## config.mk

```make
export PLATFORM = sky130hd
export DESIGN_NAME = tilt_orientation_detector_unit
export DESIGN_NICKNAME = d
export VERILOG_FILES = /design/src/rtl/core/tod_pkg.sv /design/src/rtl/core/tilt_orientation_detector_unit.sv
export SDC_FILE = /design/constraint.sdc
export NUM_CORES = 1
export LEC_CHECK = 0
export BUFFER_PORTS_ARGS = -buffer_cell sky130_fd_sc_hd__buf_4
export CAP_MARGIN = 20
export CORE_MARGIN = 10
export CORE_UTILIZATION = 57
export CTS_BUF_LIST = sky130_fd_sc_hd__clkbuf_8
export DETAILED_ROUTE_END_ITERATION = 10
export PLACE_DENSITY = 0.89
export RECOVER_POWER = 25
export SKIP_CTS_REPAIR_TIMING = 1
export SYNTH_ARGS = -nofsm -noshare
export SYNTH_HDL_FRONTEND = slang
export SYNTH_SLANG_ARGS = --single-unit
```

## constraint.sdc

```tcl
create_clock -name clk -period 5.1 [get_ports clk]
set_input_delay 1.02 -clock clk [delete_from_list [all_inputs] [get_ports clk]]
set_output_delay 1.02 -clock clk [all_outputs]
set_load 0.02 [all_outputs]
```

## src/rtl/core/tod_pkg.sv

```systemverilog
// Package for the tilt orientation detector.
// Holds field widths, register codes, orientation codes and reset values.
// No dependencies; used by the top level, the checker and the testbench.
package tod_pkg;

  // Field widths
  localparam int unsigned SAMPLE_W = 6;
  localparam int unsigned THRESH_W = 6;
  localparam int unsigned ROUNDS_W = 4;
  localparam int unsigned ORIENT_W = 3;

  // Configuration port geometry
  localparam int unsigned PADDR_W = 3;
  localparam int unsigned PDATA_W = 32;

  // Default window size
  localparam int unsigned SAMPLES_PER_AVERAGE_DEF = 8;

  // Register reset values
  localparam logic [THRESH_W-1:0] THRESH_RST = 6'd10;
  localparam logic [ROUNDS_W-1:0] ROUNDS_RST = 4'd8;

  // Register indexes
  typedef enum logic {
    REG_THRESHOLD      = 1'b0,
    REG_CONFIRM_ROUNDS = 1'b1
  } reg_idx_t;

  // Orientation codes
  typedef enum logic [ORIENT_W-1:0] {
    ORIENT_UNKNOWN = 3'd0,
    ORIENT_LEFT    = 3'd1,
    ORIENT_RIGHT   = 3'd2,
    ORIENT_FRONT   = 3'd3,
    ORIENT_BACK    = 3'd4
  } orient_t;

endpackage

```

## src/rtl/core/tilt_orientation_detector_unit.sv

```systemverilog
// Top level of the tilt orientation detector: window sums, detect/confirm
// control, result register and configuration registers.
// Depends on tod_pkg.
//
//   channel  | ports                                    | direction
//   ---------+------------------------------------------+----------
//   input    | in_valid, in_stall, in_x_raw, in_y_raw   | in
//   result   | out_valid, out_stall, out_orientation    | out
//   config   | psel, penable, pwrite, paddr, pwdata ... | in/out
//
// An item is taken every cycle unless in_stall is high; a result decided by
// a window's closing item appears in the next cycle, set by the single result register.
// The input is stalled only when the result register is held by out_stall
// and the next item would close a window.
// Reset (rst_n low, synchronous) clears control state, presets config registers.
// Average compares are done on the window sums against multiples of the
// window size, so no divider is needed.
module tilt_orientation_detector_unit #(
  parameter int unsigned SAMPLES_PER_AVERAGE = tod_pkg::SAMPLES_PER_AVERAGE_DEF
) (
  input  logic                            clk,
  input  logic                            rst_n,
  // Input item channel
  input  logic                            in_valid,
  output logic                            in_stall,
  input  logic [tod_pkg::SAMPLE_W-1:0]    in_x_raw,
  input  logic [tod_pkg::SAMPLE_W-1:0]    in_y_raw,
  // Result item channel
  output logic                            out_valid,
  input  logic                            out_stall,
  output logic [tod_pkg::ORIENT_W-1:0]    out_orientation,
  // Configuration port
  input  logic                            psel,
  input  logic                            penable,
  input  logic                            pwrite,
  input  logic [tod_pkg::PADDR_W-1:0]     paddr,
  input  logic [tod_pkg::PDATA_W-1:0]     pwdata,
  output logic [tod_pkg::PDATA_W-1:0]     prdata,
  output logic                            pready
);

  localparam int unsigned LOG_N = $clog2(SAMPLES_PER_AVERAGE);
  localparam int unsigned CNT_W = LOG_N;
  localparam int unsigned SUM_W = tod_pkg::SAMPLE_W + LOG_N;
  localparam int unsigned CMP_W = SUM_W + 2;
  localparam logic [CNT_W-1:0] CNT_LAST = CNT_W'(SAMPLES_PER_AVERAGE - 1);
  localparam logic [CMP_W-1:0] N_CMP = CMP_W'(SAMPLES_PER_AVERAGE);

  // Configuration registers
  logic [tod_pkg::THRESH_W-1:0] thresh_r;
  logic [tod_pkg::ROUNDS_W-1:0] rounds_r;
  logic                         cfg_wr;
  tod_pkg::reg_idx_t            cfg_idx;

  // Window and decision state
  logic                         confirming_r, confirming_nxt;
  logic [CNT_W-1:0]             cnt_r, cnt_nxt;
  logic signed [SUM_W-1:0]      x_sum_r, x_sum_nxt;
  logic signed [SUM_W-1:0]      y_sum_r, y_sum_nxt;
  logic [tod_pkg::ROUNDS_W-1:0] round_r, round_nxt;
  tod_pkg::orient_t             cand_r, cand_nxt;

  // Result register
  logic                         out_valid_r, out_valid_nxt;
  tod_pkg::orient_t             res_orient_r, res_orient_nxt;

  // Working signals
  logic                         accept;
  logic                         last;
  logic signed [SUM_W-1:0]      x_add, y_add;
  logic signed [CMP_W-1:0]      x_ext, y_ext, v_ext;
  logic signed [CMP_W-1:0]      lim_pick, lim_keep;
  logic [tod_pkg::ROUNDS_W-1:0] round_inc, need;
  logic                         emit;
  tod_pkg::orient_t             emit_val;

  // Configuration port: always ready, register index from the word address.
  assign pready  = 1'b1;
  assign cfg_wr  = psel & penable & pwrite;
  assign cfg_idx = tod_pkg::reg_idx_t'(paddr[2]);

  always_comb begin
    case (cfg_idx)
      tod_pkg::REG_THRESHOLD:      prdata = tod_pkg::PDATA_W'(thresh_r);
      tod_pkg::REG_CONFIRM_ROUNDS: prdata = tod_pkg::PDATA_W'(rounds_r);
      default:                     prdata = '0;
    endcase
  end

  always_ff @(posedge clk) begin
    if (!rst_n) begin
      thresh_r <= tod_pkg::THRESH_RST;
      rounds_r <= tod_pkg::ROUNDS_RST;
    end else if (cfg_wr) begin
      case (cfg_idx)
        tod_pkg::REG_THRESHOLD:      thresh_r <= pwdata[tod_pkg::THRESH_W-1:0];
        tod_pkg::REG_CONFIRM_ROUNDS: rounds_r <= pwdata[tod_pkg::ROUNDS_W-1:0];
        default: ;
      endcase
    end
  end

  // Handshake: only an item that closes a window can need the result register.
  assign last     = (cnt_r == CNT_LAST);
  assign in_stall = out_valid_r & out_stall & last;
  assign accept   = in_valid & ~in_stall;

  // Sample accumulation with sign extension.
  assign x_add = x_sum_r + {{(SUM_W - tod_pkg::SAMPLE_W){in_x_raw[tod_pkg::SAMPLE_W-1]}},
                            in_x_raw};
  assign y_add = y_sum_r + {{(SUM_W - tod_pkg::SAMPLE_W){in_y_raw[tod_pkg::SAMPLE_W-1]}},
                            in_y_raw};
  assign x_ext = {{2{x_add[SUM_W-1]}}, x_add};
  assign y_ext = {{2{y_add[SUM_W-1]}}, y_add};

  // A truncated average exceeds th exactly when the sum reaches (th+1)*N, and
  // reaches th in magnitude exactly when the sum reaches th*N.
  assign lim_pick = $signed((CMP_W'(thresh_r) + CMP_W'(1)) * N_CMP);
  assign lim_keep = $signed(CMP_W'(thresh_r) * N_CMP);

  assign v_ext     = (cand_r == tod_pkg::ORIENT_LEFT || cand_r == tod_pkg::ORIENT_RIGHT) ?
                     x_ext : y_ext;
  assign round_inc = round_r + tod_pkg::ROUNDS_W'(1);
  assign need      = (rounds_r == '0) ? tod_pkg::ROUNDS_W'(1) : rounds_r;

  // Window close: detect a candidate or run one confirmation round.
  always_comb begin
    confirming_nxt = confirming_r;
    cnt_nxt        = cnt_r;
    x_sum_nxt      = x_sum_r;
    y_sum_nxt      = y_sum_r;
    round_nxt      = round_r;
    cand_nxt       = cand_r;
    emit           = 1'b0;
    emit_val       = tod_pkg::ORIENT_UNKNOWN;
    if (accept) begin
      if (!last) begin
        cnt_nxt   = cnt_r + CNT_W'(1);
        x_sum_nxt = x_add;
        y_sum_nxt = y_add;
      end else begin
        cnt_nxt   = '0;
        x_sum_nxt = '0;
        y_sum_nxt = '0;
        if (!confirming_r) begin
          if (x_ext >= lim_pick) begin
            cand_nxt = tod_pkg::ORIENT_LEFT;
          end else if (x_ext <= -lim_pick) begin
            cand_nxt = tod_pkg::ORIENT_RIGHT;
          end else if (y_ext >= lim_pick) begin
            cand_nxt = tod_pkg::ORIENT_FRONT;
          end else if (y_ext <= -lim_pick) begin
            cand_nxt = tod_pkg::ORIENT_BACK;
          end else begin
            emit = 1'b1;
          end
          if (!emit) begin
            confirming_nxt = 1'b1;
            round_nxt      = '0;
          end
        end else if (!(v_ext >= lim_keep || v_ext <= -lim_keep)) begin
          // Tilt lost during confirmation.
          emit           = 1'b1;
          confirming_nxt = 1'b0;
          round_nxt      = '0;
          cand_nxt       = tod_pkg::ORIENT_UNKNOWN;
        end else if (round_inc >= need) begin
          emit           = 1'b1;
          emit_val       = cand_r;
          confirming_nxt = 1'b0;
          round_nxt      = '0;
          cand_nxt       = tod_pkg::ORIENT_UNKNOWN;
        end else begin
          round_nxt = round_inc;
        end
      end
    end
  end

  // Result register: load on a decision, drop once taken.
  always_comb begin
    out_valid_nxt  = out_valid_r & out_stall;
    res_orient_nxt = res_orient_r;
    if (emit) begin
      out_valid_nxt  = 1'b1;
      res_orient_nxt = emit_val;
    end
  end

  always_ff @(posedge clk) begin
    if (!rst_n) begin
      confirming_r <= 1'b0;
      cnt_r        <= '0;
      x_sum_r      <= '0;
      y_sum_r      <= '0;
      round_r      <= '0;
      cand_r       <= tod_pkg::ORIENT_UNKNOWN;
      out_valid_r  <= 1'b0;
    end else begin
      confirming_r <= confirming_nxt;
      cnt_r        <= cnt_nxt;
      x_sum_r      <= x_sum_nxt;
      y_sum_r      <= y_sum_nxt;
      round_r      <= round_nxt;
      cand_r       <= cand_nxt;
      out_valid_r  <= out_valid_nxt;
    end
  end

  always_ff @(posedge clk) begin
    res_orient_r <= res_orient_nxt;
  end

  assign out_valid       = out_valid_r;
  assign out_orientation = res_orient_r;

endmodule

```

==> impl_metrics.toml <==
[timing]
fin_crit_sh = 0.952
slew_violations = 0
finClkSkew_ns = 0.0110
setup_viol = 0
fin_crit_ns = 4.86
worst_slew_pin_slew_ns = 0.776
rsz0062_at_grt = "no"
fin_tns_setup_ns = 0
clock.fmax_ghz = 0.206
final-hold-violation-count = 0
slew_headroom = 0.481

[clock_tree]
cts_max_level = 2
cts.sink_count = 43
clk_latency_ns = 0.31
clkTransAtPathRegs_ns = 0.09
tritoncts = "built"
root_buffer = "clkbuf_8"
cts_buffers = 5
clockBufferDepth = 2

[power]
ir_worst_vdd_v = 0.000111
power_density_mw_per_mm2 = 284
p_total_mw = 1.31
power_leakage_nw = 2.07

[floorplanning]
core.rowCount = 31
initial_core_util = 0.585
coreArea_mm2 = 0.00721
dieWidth_um = 106
die_y_um = 106
io_pins = 92
dieArea_mm2 = 0.0112

[place]
port_buffers = 36
gp_routability_congestion = 0.922
place_area_mm2 = 0.00449
hpwl_um = 8330

[yosys]
synth-edff-count = 3
synth_area_per_cell_um2 = 8.59
synth_top_cell_area_share = 0.193
ys_ff_latch = 43
synth_xor_area_frac = 0.0560
synth_largest_area_cell = "ha_1"
ys_seq_area_frac = 0.211
synthAdderAreaFrac = 0.205
synthArstFlopShare = 0
synth_area_leaders = "ha_1 (19%), dfxtp_1 (19%), buf_4 (4.8%)"
synthDistinctLibCells = 73
muxShareOfSynthArea = 0.0317
synth_flop_cell = "dfxtp_1"
synthSimpleGateAreaFrac = 0.188
synth_top_family_by_area = "compound AO/OA/AOI/OAI gates"
synth_cells = 491
synth_compound_area_frac = 0.222
syn_area_mm2 = 0.00422
yosysWarningCount = 0

[run]
drv_cap = 0

[cells_and_area]
drive_above_1_share = 0.116
final_util = 0.638
antenna_cells = 0
finalNetCount = 645
area_delta_synth_final_pct = 9.16
final_cell_mix = "ha_1 (65), dfxtp_1 (40), nand2_1 (39)"
fill_cells = 611
final_common_cell = "ha_1"
multi_input_area_mm2 = 0.00307
regArea_um2 = 891
layout.cell_area.non_filler_mm2 = 0.00461

[drt]
drc = 0
wl_um = 10500
vias_per_cell = 5.95
antenna_left = 0
firstDrtPassIters = 5
vias = 3711
wl_per_cell_um = 16.9
drtIter0Drc = 262

[critical_path]
cp.arrival_ns = 4.87
cp.required_ns = 5.12
startpoint_type = "input pin"
end_kind = "flop"
cp_max_fo = 6
path_class = "input pin to flop"

[outcome]
status = "finished clean"

[global_routing]
grt_pass1_vias = 3673
grt_overflow_total = 0
antenna_found_initial = 0
grt_max_degree = 42
grt_pass1_wl_um = 17600
grt_util_all_layers = 0.184

[min_path]
hold_class = "flop to flop"
## stage by stage
step	cells	setup WS, ns	hold WS [ns]
global route	624	0.0161	0.518
floorplan	516	0.561	0.445
CTS	624	0.292	0.477
detailed placement	616	0.0775	0.464
finish	624	0.244	0.476
global placement	616	0.130	0.453
## final timing paths
kind                from                 end  slack, ns  depth (start not counted)
min reg2reg   x_sum_r[0]          x_sum_r[0]       0.48                          2
min           x_sum_r[0]          x_sum_r[0]       0.48                          2
max          in_y_raw[0]  out_orientation[1]       0.24                         17
max reg2reg  thresh_r[0]          round_r[0]       0.51                         15
## sequential cells by signal (all words and copies together) (netlist names)
name and count:
y_sum_r 9, cnt_r 3, rounds_r 4, cand_r 3, out_valid 1, confirming_r 1
round_r 4, x_sum_r 9, out_orientation 3, thresh_r 6
## cell families after synthesis
logic type | Yosys count
XOR/XNOR | 27
other | 2
AO/OA/AOI/OAI | 122
buffers and inverters | 65
AND/OR/NAND/NOR | 151
adder cells (fa/ha/maj) | 68
flip-flops | 43
multiplexers | 13
## where the power goes
part	switching [mW]	total, mW	internal (mW)
logic	0.356	0.608	0.253
clock network	0.129	0.325	0.195
registers	0.0160	0.375	0.359
## layer usage
layer  vias up  track usage  part of all wire
met3        25       0.0320             0.064
li1       1819            -                 -
met5         -            0                 0
met4         0       0.0783             0.028
met1      1734        0.227              0.44
met2       133        0.310              0.47
## cells in the mapped netlist, drive strengths merged, types with 6 or more instances
cell    count
a21oi      24
nor3       11
nand3      20
nand2b      7
o211ai     10
clkbuf     10
o21ai      16
buf        30
ha         65
nor2b      25
mux2i      10
nand2      39
dfxtp      40
xnor2      19
a211oi      6
nor2       20
inv        23
xor2        8
a21boi      8
a21o       10
nor3b       6
a22oi      10
## worst max-delay path, stage by stage
cell	delay, ns
buf_4	0.11
ha_1	0.21
fa_1	0.43
a211oi_1	0.39
or3_1	0.19
a22o_4	0.18
inv_6	0.05
a221oi_4	0.43
ha_1	0.35
nand3_1	0.19
a211oi_1	0.07
o2111ai_1	0.24
a21oi_1	0.13
a221o_1	0.32
o211ai_1	0.23
nand3_1	0.17
inv_1	0.15
## final cells by class
type | count | share of cell area
multi-input cells | 408 | 0.666
flip-flops and latches | 43 | 0.193
repair buffers | 41 | 0.0628
well taps | 99 | 0.0269
inverters | 25 | 0.0215
clock buffers | 5 | 0.0149
clock inverters | 3 | 0.0147
Power figures use the tool's default switching activity.
